File: config.mk
export PLATFORM = sky130hd
export DESIGN_NAME = stepper_ramp_position_controller_core
export DESIGN_NICKNAME = d
export VERILOG_FILES = /design/src/design/srpc_pkg.sv /design/src/design/stepper_ramp_position_controller_core.sv /design/src/design/srpc_step_core.sv /design/src/design/srpc_out_buf.sv
export SDC_FILE = /design/constraint.sdc
export NUM_CORES = 1
export LEC_CHECK = 0
export BUFFER_PORTS_ARGS = -buffer_cell sky130_fd_sc_hd__buf_4
export CORE_UTILIZATION = 50
export CTS_BUF_LIST = sky130_fd_sc_hd__clkbuf_16
export DETAILED_ROUTE_END_ITERATION = 6
export HOLD_SLACK_MARGIN = 0.05
export PLACE_DENSITY = 0.71
export SYNTH_ARGS = -nofsm -noshare
export SYNTH_HDL_FRONTEND = slang
export SYNTH_SLANG_ARGS = --single-unit
File: constraint.sdc
create_clock -name clk_i -period 6.17 [get_ports clk_i]
set_clock_uncertainty 0.15 [all_clocks]
set_input_delay 0.9255 -clock clk_i [delete_from_list [all_inputs] [get_ports clk_i]]
set_output_delay 0.9255 -clock clk_i [all_outputs]
set_load 0.01 [all_outputs]
File: src/design/srpc_pkg.sv
// Shared types and constants for the stepper ramp position controller.
`default_nettype none
package srpc_pkg;

  localparam int unsigned PosW      = 25;
  localparam int unsigned IntervalW = 20;
  localparam int unsigned ElapsedW  = 21;

  localparam logic [PosW-1:0]      PosMostNeg   = 25'h1000000;
  localparam logic [PosW-1:0]      PosNegLimit  = 25'h1000001;
  localparam logic [IntervalW-1:0] RampStart    = 20'd5000;
  localparam logic [IntervalW-1:0] RampDownStep = 20'd20;
  localparam logic [IntervalW-1:0] SlowCeiling  = 20'd2500;
  localparam logic [IntervalW-1:0] SlowUpStep   = 20'd100;
  localparam logic [PosW:0]        NearDistance = 26'd100;
  localparam logic [IntervalW-1:0] IntervalRst  = 20'd10000;

  typedef enum logic [1:0] {
    CMD_TICK = 2'd0,
    CMD_GOTO = 2'd1,
    CMD_STOP = 2'd2,
    CMD_SET  = 2'd3
  } cmd_e;

  typedef enum logic {
    REG_STEP_INTERVAL = 1'b0,
    REG_INVERT        = 1'b1
  } reg_idx_e;

  typedef struct packed {
    logic                  we;
    reg_idx_e              index;
    logic [IntervalW-1:0]  data;
  } cfg_wr_t;

  typedef struct packed {
    logic                  moving;
    logic signed [PosW-1:0] target_position;
    logic signed [PosW-1:0] current_position;
    logic                  dir_pin_level;
    logic                  move_negative;
    logic                  step_taken;
  } result_t;

endpackage
`default_nettype wire

File: src/design/stepper_ramp_position_controller_core.sv
// Top level of the stepper ramp position controller.
// Input stream: s_axis_tuser carries the command (tick, goto, stop, set),
// s_axis_tdata carries the position used by goto and set. One item is taken per
// cycle while s_axis_tready is high; each tick item stands for one microsecond.
// Output stream: exactly one result item per input item, giving the step
// pulse, its direction, the direction pin level, current and target position
// and the moving flag.
// The motion state and the output buffer update at the edge that accepts the
// item; the result goes to the result register, or to the skid register if one waits.
// Throughput is one item per cycle while s_axis_tready is high.
// A two-entry output buffer lets an item be accepted while a result waits;
// when both entries are full, s_axis_tready drops until the receiver takes one.
// Configuration writes (cfg_we_i, cfg_index_i, cfg_data_i) take effect at the
// next edge: index 0 is the cruise step interval, index 1 the output inversion.
// Reset clears positions, timer and direction, loads ramp interval 5000,
// step interval 10000 and no inversion, and empties the output buffer.
`default_nettype none
module stepper_ramp_position_controller_core (
  input  wire logic        clk_i,
  input  wire logic        rst_ni,
  input  wire logic        cfg_we_i,
  input  wire logic        cfg_index_i,
  input  wire logic [19:0] cfg_data_i,
  input  wire logic        s_axis_tvalid,
  output logic             s_axis_tready,
  input  wire logic [31:0] s_axis_tdata,  // [24:0] position, [31:25] zero
  input  wire logic [1:0]  s_axis_tuser,  // [1:0] command
  output logic             m_axis_tvalid,
  input  wire logic        m_axis_tready,
  // [0] step_taken, [1] move_negative, [2] dir_pin_level,
  // [27:3] current_position, [52:28] target_position, [53] moving, [55:54] zero
  output logic [55:0]      m_axis_tdata
);
  import srpc_pkg::*;

  cfg_wr_t cfg;
  result_t core_result;
  result_t out_result;
  logic    accept;

  assign cfg.we    = cfg_we_i;
  assign cfg.index = reg_idx_e'(cfg_index_i);
  assign cfg.data  = cfg_data_i;

  assign accept = s_axis_tvalid && s_axis_tready;

  srpc_step_core u_core (
    .clk_i      (clk_i),
    .rst_ni     (rst_ni),
    .cfg_i      (cfg),
    .accept_i   (accept),
    .command_i  (s_axis_tuser),
    .position_i (s_axis_tdata[PosW-1:0]),
    .result_o   (core_result)
  );

  srpc_out_buf u_out (
    .clk_i       (clk_i),
    .rst_ni      (rst_ni),
    .push_i      (accept),
    .data_i      (core_result),
    .ready_o     (s_axis_tready),
    .valid_o     (m_axis_tvalid),
    .pop_ready_i (m_axis_tready),
    .data_o      (out_result)
  );

  assign m_axis_tdata = {2'b00, out_result.moving, out_result.target_position,
                         out_result.current_position, out_result.dir_pin_level,
                         out_result.move_negative, out_result.step_taken};

endmodule
`default_nettype wire

File: src/design/srpc_step_core.sv
// Motion state, configuration registers and per-item step/ramp update.
`default_nettype none
module srpc_step_core (
  input  wire logic                          clk_i,
  input  wire logic                          rst_ni,
  input  wire srpc_pkg::cfg_wr_t             cfg_i,
  input  wire logic                          accept_i,
  input  wire logic [1:0]                    command_i,
  input  wire logic [srpc_pkg::PosW-1:0]     position_i,
  output srpc_pkg::result_t                  result_o
);
  import srpc_pkg::*;

  logic [IntervalW-1:0]   step_interval_q;
  logic                   invert_q;
  logic signed [PosW-1:0] pos_now_q, pos_now_d;
  logic signed [PosW-1:0] pos_goal_q, pos_goal_d;
  logic [IntervalW-1:0]   ramp_q, ramp_d;
  logic [ElapsedW-1:0]    elapsed_q, elapsed_d;
  logic                   last_dir_q, last_dir_d;

  cmd_e                   cmd;
  logic signed [PosW-1:0] pos_in;
  logic [ElapsedW-1:0]    elapsed_inc;
  logic                   stopped;
  logic                   step;
  logic                   neg;
  logic signed [PosW:0]   diff;
  logic [PosW:0]          abs_diff;
  logic                   near;
  logic [IntervalW-1:0]   ramp_gap;
  logic [IntervalW-1:0]   ramp_down;

  assign cmd    = cmd_e'(command_i);
  assign pos_in = (position_i == PosMostNeg) ? PosNegLimit : position_i;

  assign stopped     = (pos_now_q == pos_goal_q);
  assign elapsed_inc = (&elapsed_q) ? elapsed_q : elapsed_q + 1'b1;
  assign step        = (cmd == CMD_TICK) && !stopped && (elapsed_inc > {1'b0, ramp_q});
  assign neg         = (pos_now_q > pos_goal_q);
  assign diff        = {pos_now_q[PosW-1], pos_now_q} - {pos_goal_q[PosW-1], pos_goal_q};
  assign abs_diff    = diff[PosW] ? -diff : diff;
  // distance after the step is one less than before it
  assign near        = (abs_diff <= NearDistance);
  assign ramp_gap    = ramp_q - step_interval_q;

  always_comb begin
    if (ramp_q > step_interval_q) begin
      ramp_down = (ramp_gap < RampDownStep) ? step_interval_q : ramp_q - RampDownStep;
    end else begin
      ramp_down = step_interval_q;
    end
  end

  always_comb begin
    pos_now_d  = pos_now_q;
    pos_goal_d = pos_goal_q;
    ramp_d     = ramp_q;
    elapsed_d  = elapsed_q;
    last_dir_d = last_dir_q;
    unique case (cmd)
      CMD_TICK: begin
        elapsed_d = elapsed_inc;
        if (step) begin
          elapsed_d  = '0;
          last_dir_d = neg;
          pos_now_d  = neg ? pos_now_q - PosW'(1) : pos_now_q + PosW'(1);
          ramp_d     = (near && ramp_down < SlowCeiling) ? ramp_down + SlowUpStep : ramp_down;
        end
      end
      CMD_GOTO: begin
        pos_goal_d = pos_in;
        if (stopped) begin
          ramp_d = RampStart;
        end
      end
      CMD_STOP: begin
        pos_goal_d = pos_now_q;
      end
      CMD_SET: begin
        pos_now_d = pos_in;
        if (stopped) begin
          pos_goal_d = pos_in;
        end
      end
      default: ;
    endcase
  end

  assign result_o.step_taken       = step;
  assign result_o.move_negative    = step & neg;
  assign result_o.dir_pin_level    = last_dir_d ^ invert_q;
  assign result_o.current_position = pos_now_d;
  assign result_o.target_position  = pos_goal_d;
  assign result_o.moving           = (pos_now_d != pos_goal_d);

  always_ff @(posedge clk_i or negedge rst_ni) begin
    if (!rst_ni) begin
      step_interval_q <= IntervalRst;
      invert_q        <= 1'b0;
    end else if (cfg_i.we) begin
      unique case (cfg_i.index)
        REG_STEP_INTERVAL: step_interval_q <= cfg_i.data;
        REG_INVERT:        invert_q        <= cfg_i.data[0];
        default: ;
      endcase
    end
  end

  always_ff @(posedge clk_i or negedge rst_ni) begin
    if (!rst_ni) begin
      pos_now_q  <= '0;
      pos_goal_q <= '0;
      ramp_q     <= RampStart;
      elapsed_q  <= '0;
      last_dir_q <= 1'b0;
    end else if (accept_i) begin
      pos_now_q  <= pos_now_d;
      pos_goal_q <= pos_goal_d;
      ramp_q     <= ramp_d;
      elapsed_q  <= elapsed_d;
      last_dir_q <= last_dir_d;
    end
  end

`ifndef SYNTH
  a_step_restarts_timer: assert property (@(posedge clk_i) disable iff (!rst_ni)
    accept_i && step |=> elapsed_q == '0)
    else $error("elapsed counter not cleared after a step");

  a_step_only_when_moving: assert property (@(posedge clk_i) disable iff (!rst_ni)
    step |-> pos_now_q != pos_goal_q)
    else $error("step issued at target");

  a_stop_halts: assert property (@(posedge clk_i) disable iff (!rst_ni)
    accept_i && cmd == CMD_STOP |=> pos_now_q == pos_goal_q)
    else $error("stop left the axis moving");
`endif

endmodule
`default_nettype wire

File: src/design/srpc_out_buf.sv
// Two-entry output buffer (result register plus skid register).
`default_nettype none
module srpc_out_buf (
  input  wire logic              clk_i,
  input  wire logic              rst_ni,
  input  wire logic              push_i,
  input  wire srpc_pkg::result_t data_i,
  output logic                   ready_o,
  output logic                   valid_o,
  input  wire logic              pop_ready_i,
  output srpc_pkg::result_t      data_o
);
  import srpc_pkg::*;

  result_t main_q, skid_q;
  logic    main_valid_q, skid_valid_q;
  logic    pop;

  assign ready_o = !skid_valid_q;
  assign valid_o = main_valid_q;
  assign data_o  = main_q;
  assign pop     = main_valid_q && pop_ready_i;

  always_ff @(posedge clk_i or negedge rst_ni) begin
    if (!rst_ni) begin
      main_valid_q <= 1'b0;
      skid_valid_q <= 1'b0;
    end else if (pop && skid_valid_q) begin
      skid_valid_q <= 1'b0;
    end else if (pop || !main_valid_q) begin
      main_valid_q <= push_i;
    end else if (push_i) begin
      skid_valid_q <= 1'b1;
    end
  end

  always_ff @(posedge clk_i) begin
    if (pop && skid_valid_q) begin
      main_q <= skid_q;
    end else if (pop || !main_valid_q) begin
      main_q <= data_i;
    end else if (push_i) begin
      skid_q <= data_i;
    end
  end

`ifndef SYNTH
  a_skid_behind_main: assert property (@(posedge clk_i) disable iff (!rst_ni)
    skid_valid_q |-> main_valid_q)
    else $error("skid entry held without a result entry");

  a_stall_fills_skid: assert property (@(posedge clk_i) disable iff (!rst_ni)
    push_i && main_valid_q && !pop_ready_i |=> skid_valid_q)
    else $error("item dropped while output stalled");

  a_skid_drains: assert property (@(posedge clk_i) disable iff (!rst_ni)
    pop && skid_valid_q |=> !skid_valid_q && main_valid_q)
    else $error("skid entry not moved to output");
`endif

endmodule
`default_nettype wire
== After elaboration in Yosys (flattened, before gate mapping) ==
Cells that the tools add are included.

* Eq/ne operators: 9
* Mux-type cells: 22
* Bitwise gates (word level): 5
* Magnitude comparators: 6
* $add $sub $neg: 8
* Reductions and logical operators: 22

{| class="wikitable"
|+ Operator list
! operator !! number
|-
| 2-to-1 mux 54 bit || 2
|-
| 2-to-1 mux 20 bit || 5
|-
| 2-to-1 mux 25 bit || 4
|-
| case mux 25 bit (3 select lines) || 1
|-
| case mux 25 bit (2 select lines) || 1
|-
| 2-to-1 mux 21 bit || 2
|-
| case mux 20 bit (2 select lines) || 1
|-
| <= comparator 26 x 7 -> 1 bit (second input constant) || 1
|-
| 2-to-1 mux 26 bit || 1
|-
| negation 26 bit || 1
|-
| subtractor 25 x 25 -> 26 bit || 1
|-
| adder 25 x 2 -> 25 bit (second input constant) || 1
|-
| equality test 25 bit || 1
|-
| equality test 25 bit (second input constant) || 1
|-
| > comparator 25 bit || 1
|-
| != test 25 bit || 1
|-
| subtractor 25 x 2 -> 25 bit (second input constant) || 1
|-
| adder 21 x 1 -> 21 bit (second input constant) || 1
|-
| > comparator 21 x 20 -> 1 bit || 1
|-
| AND reduction 21 bit || 1
|-
| adder 20 x 7 -> 20 bit (second input constant) || 1
|-
| > comparator 20 bit || 1
|-
| < comparator 20 x 12 -> 1 bit (second input constant) || 1
|-
| < comparator 20 x 5 -> 1 bit (second input constant) || 1
|-
| 17 further kinds || 39
|}

* Logic and storage cells: 93
* Output and inout bits: 58
* Bits of input ports: 60
* Register bits: 223

== Longest topological paths before layout ==
* Depth in word-level cells: 9
* Gate-level depth with buffers: 26
* Depth with buffers taken out: 24

== Hierarchy ==
Synthesis repeated with hierarchy kept, for this count alone.

* Cells, all modules: 1,940
* Area, all modules: 17,184.0 um2

{| class="wikitable"
|+ Modules (own cells, without submodules)
! module !! area each (um2) !! cells each !! times used
|-
| srpc_step_core || 13,112.6 || 1,758 || 1
|-
| srpc_out_buf || 4,046.4 || 178 || 1
|-
| stepper_ramp_position_controller_core || 25.0 || 4 || 1
|}

== Worst setup path after synthesis ==
Ideal clock, no wire load.

* Kind: register -> register
* Start: register u_core.pos_now_q[0]
* End: register u_out.main_q, in the netlist u_out.data_o[53] (data pin)
* Path buffers: 0
* Stages on the path, launching flop included: 25
* Slack: 0.211 ns
* Arrival time: 5.549 ns
* Required time: 5.760 ns
* Cell sequence: dfrtp_1 -> inv_1 -> ha_1 -> inv_1 -> fa_1 -> a21oi_1 -> o211ai_1 -> a221oi_1 -> a32oi_1 -> a311o_1 -> nand3_1 -> inv_1 -> fa_1 -> a211oi_1 -> nor3_1 -> o2111ai_1 -> a31oi_1 -> nand2b_1 -> xor2_1 -> a222oi_1 -> xnor2_1 -> nand2_1 -> nor4_1 -> nand3_1 -> mux2_2

{| class="wikitable"
|+ RTL lines
! what !! RTL line !! text
|-
| start, declared || srpc_step_core.sv:16 || <nowiki>logic signed [PosW-1:0] pos_now_q, pos_now_d;</nowiki>
|-
| start signal, assigned || srpc_step_core.sv:118 || <nowiki>pos_now_q <= pos_now_d;</nowiki>
|-
| end signal, assigned || srpc_out_buf.sv:39 || <nowiki>main_q <= skid_q;</nowiki>
|-
| end signal, assigned || srpc_out_buf.sv:41 || <nowiki>main_q <= data_i;</nowiki>
|-
| end, declared || srpc_out_buf.sv:15 || <nowiki>result_t main_q, skid_q;</nowiki>
|}

==> summary.md <==
| Metric | Value |
|---|---|
| DRC viols | 0 |
| Wirelength per Cell | 20.9 um |
| Area growth from synthesis to layout | 19.8% |
| R2r setup slk | 0.12 ns |
| Number of global-route vias before repair | 16500 |
| Worst Hold Class | reg2reg |
| Worst-path maximum fanout | 5 |
| Power consumption | 0.00403 W |
| DR vias | 17200 |
| Total Neg Setup Slack | 0 ns |
| GRT overflow | 0 |
| Main flop type after synthesis | edfxtp_1 |
| Worst-path clk slew | 0.06 ns |
| H-tree depth | 1 |
| GPL Wtd Cong | 1.00 |
| Commonest cells after routing, fill and taps aside | buf_4, nand2_1, o21ai_0 |
| Die W | 188 um |
| RSZ-0062 raised after global routing | yes |
| Commonest non-fill, non-tap cell in the layout | buf_4 |
| Finish-stage setup viols | 0 |
| Largest net degree at the start of global routing | 97 |
| IO Port Bufs | 108 |
| CTS Buffer Depth | 3 |
| Dominant cells by area after synthesis | edfxtp_1, dfrtp_1, ha_1, o21ai_0, nand2_1 |
| Clk Latency, worst-skew pair | 0.54 ns |
| GR Util All Layers | 31.7% |
| Nets@finish | 2440 |
| Core area | 0.0338 mm2 |
| Hold Vio Cnt, Final | 0 |
| Asr flop ratio synth | 51.6% |
| Starting density of the core | 51.2% |
| Leak | 9.14 nW |
| Synth area leader | edfxtp_1 |
| Yosys reg bits | 223 |
| CP arrival | 6.18 ns |
| Seq/Total Area, Yosys | 35.5% |
| Total CTS buffers | 25 |
| Synth Cell Area | 0.0173 mm2 |
| Synth warnings | 0 |
| Clock root cell | clkbuf_16 |
| Drt first pass iters | 6 |
| Synth top area share | 18.7% |
| Max Slew Vio Count | 0 |
| IR drop worst, VDD | 0.234 mV |
| Global-route wire length before repair | 89.0 mm |
| IO Pins | 118 |
| Netlist cell types | 106 |
| Critical path required time | 6.29 ns |
| Row Count | 67 |
| Period Utilization, post-route | 98.1% |
| Post-Synthesis Mean Instance Area | 8.38 um2 |
| Power Density | 195 mW/mm2 |
| Max Cap Violations | 0 |
| Share of layout cells above drive strength 1 | 19.2% |
| Fmax | 0.165 GHz |
| WL final | 57.5 mm |
| N_diodes | 0 |
| Setup crit start kind | flop |
| Die H | 188 um |
| CTS tree | done |
| Die area | 0.0353 mm2 |
| Post-route ant nets | 0 |
| Worst hold slack | 0.368 ns |
| Initial antenna violation count | 0 |
| Crit end category | flop |
| DR iter-0 viols | 1487 |
| Slew margin rel. | 24.5% |
| Worst Max-Slew Pin Slew | 1.12 ns |
| Outcome | finished clean |
| Crit Path Class | reg2reg |
| Detailed Place HPWL | 43.7 mm |
| Fillcell total | 2959 |
| Post-layout minimum cycle time | 6.05 ns |
| Clock Sinks | 223 |
| Final core utilization | 61.3% |
| Post-synth EDFFs | 108 |
| Mapped Cells | 2064 |
| Via-per-instance ratio | 6.26 |
[cell type report]
cell class | instances | area (um2) | area share, %
Clock buffer | 25 | 626 | 3.02
Clock inverter | 21 | 156 | 0.755
Inverter | 145 | 548 | 2.65
Multi-Input combinational cell | 1593 | 10500 | 50.5
Sequential cell | 223 | 6130 | 29.6
Tap cell | 448 | 561 | 2.71
Timing Repair Buffer | 293 | 2230 | 10.8
Timing Repair inverter | 1 | 7.51 | 0.0362
[cell families (layout without fill, tap and decap cells)]
family                   count (synthesis)  count (layout)  share of synthesized area, %
multiplexers                            31              31                          1.87
adder cells (fa/ha/maj)                 98              98                          7.18
buffers and inverters                  249             485                          5.78
flip-flops                             223             223                          35.5
AND/OR/NAND/NOR                        687             687                          19.8
AO/OA/AOI/OAI                          693             693                          25.7
XOR/XNOR                                82              82                          4.20
other                                    1               2                        0.0217
[cell usage after synthesis (14+ instances only)]
cell       count
o21ai_0      218
a22oi_1       14
o21a_1        21
nor3_1        47
clkbuf_1      67
dfrtp_1      105
nor2_1       121
and2_1        20
xnor2_1       55
nor4_1        22
o2bb2ai_1     14
nand4_1       39
edfxtp_1     108
xor2_1        26
nor2b_1       17
and3_1        28
a21oi_1      165
o22ai_1       17
nand3_1       64
o211ai_1      20
mux2i_1       20
a21o_1        39
ha_1          96
inv_1        144
nand2_1      237
buf_2         26
a221oi_1      34
nand2b_1      16
[metal layers]
layer  GRT usage (%)  part of all wire (%)  vias to the layer above
met4            13.3                   4.8                        0
met1            39.8                    40                     8204
met2            54.9                    49                      741
met5               0                     0                        -
li1                -                     -                     8105
met3            3.95                   6.5                      157
[flip-flops by register name (all words and copies together) (netlist names)]
register and flops:
u_core.elapsed_q 21, u_core.invert_q 1, u_core.last_dir_q 1, u_core.pos_goal_q 25, u_core.pos_now_q 25, u_core.ramp_q 20
u_core.step_interval_q 20, u_out.data_o 54, u_out.skid_q 54, u_out.skid_valid_q 1, u_out.valid_o 1
[stage by stage]
step	instances	setup WS, ns	cell area, um2
final	2749	0.115	20700
after global routing	2749	-0.164	20700
after CTS	2743	0.00529	20500
after detailed placement	2693	-0.266	19600
after global placement	2693	-0.0733	19600
after floorplan	2065	0.211	17300
[critical path: stages (launching register included)]
cell and delay [ns]:
dfrtp_1 0.40, inv_2 0.08, ha_4 0.13, inv_1 0.05, fa_2 0.34, a21oi_2 0.12, o211ai_1 0.16, a221oi_2 0.31
a32oi_1 0.17, a311o_1 0.39, nand3_4 0.11, clkinvlp_4 0.12, buf_12 0.15, fa_2 0.40, a211oi_2 0.23, buf_4 0.16
nor3_2 0.05, o2111ai_2 0.26, a31oi_2 0.16, o221ai_1 0.21, xnor2_1 0.13, a222oi_1 0.33, buf_4 0.18, xnor2_1 0.13
nand4_1 0.12, nor4_2 0.29, nand3_1 0.15, mux2_4 0.29
[worst paths after layout]
| check | start | endpoint | depth (start not counted) |
|---|---|---|---|
| worst max register to register | u_core.pos_now_q[0] | u_out.data_o[53] | 27 |
| worst min-delay path | u_out.skid_q[1] | u_out.data_o[1] | 2 |
| min in group asynchronous | rst_ni | u_core.step_interval_q[14] | 1 |
| worst max-delay path | u_core.pos_now_q[0] | u_out.data_o[53] | 27 |
| max in group asynchronous | rst_ni | u_core.pos_goal_q[3] | 2 |
| worst min register to register | u_out.skid_q[1] | u_out.data_o[1] | 2 |
[report_power, final]
| group | internal, W | switching (W) |
|---|---|---|
| Combinational | 0.000401 | 0.000555 |
| Sequential | 0.00161 | 0.0000300 |
| Clock | 0.000790 | 0.000651 |
[timing repair]
action                     4_1_cts  5_1_grt
resized for setup               18       42
pin swaps                       10       19
setup buffers                    3        6
cloned                           1        0
setup endpoints to repair        2       12
hold buffers                     0        0
Note: power is estimated with default switching activity, not from simulation.
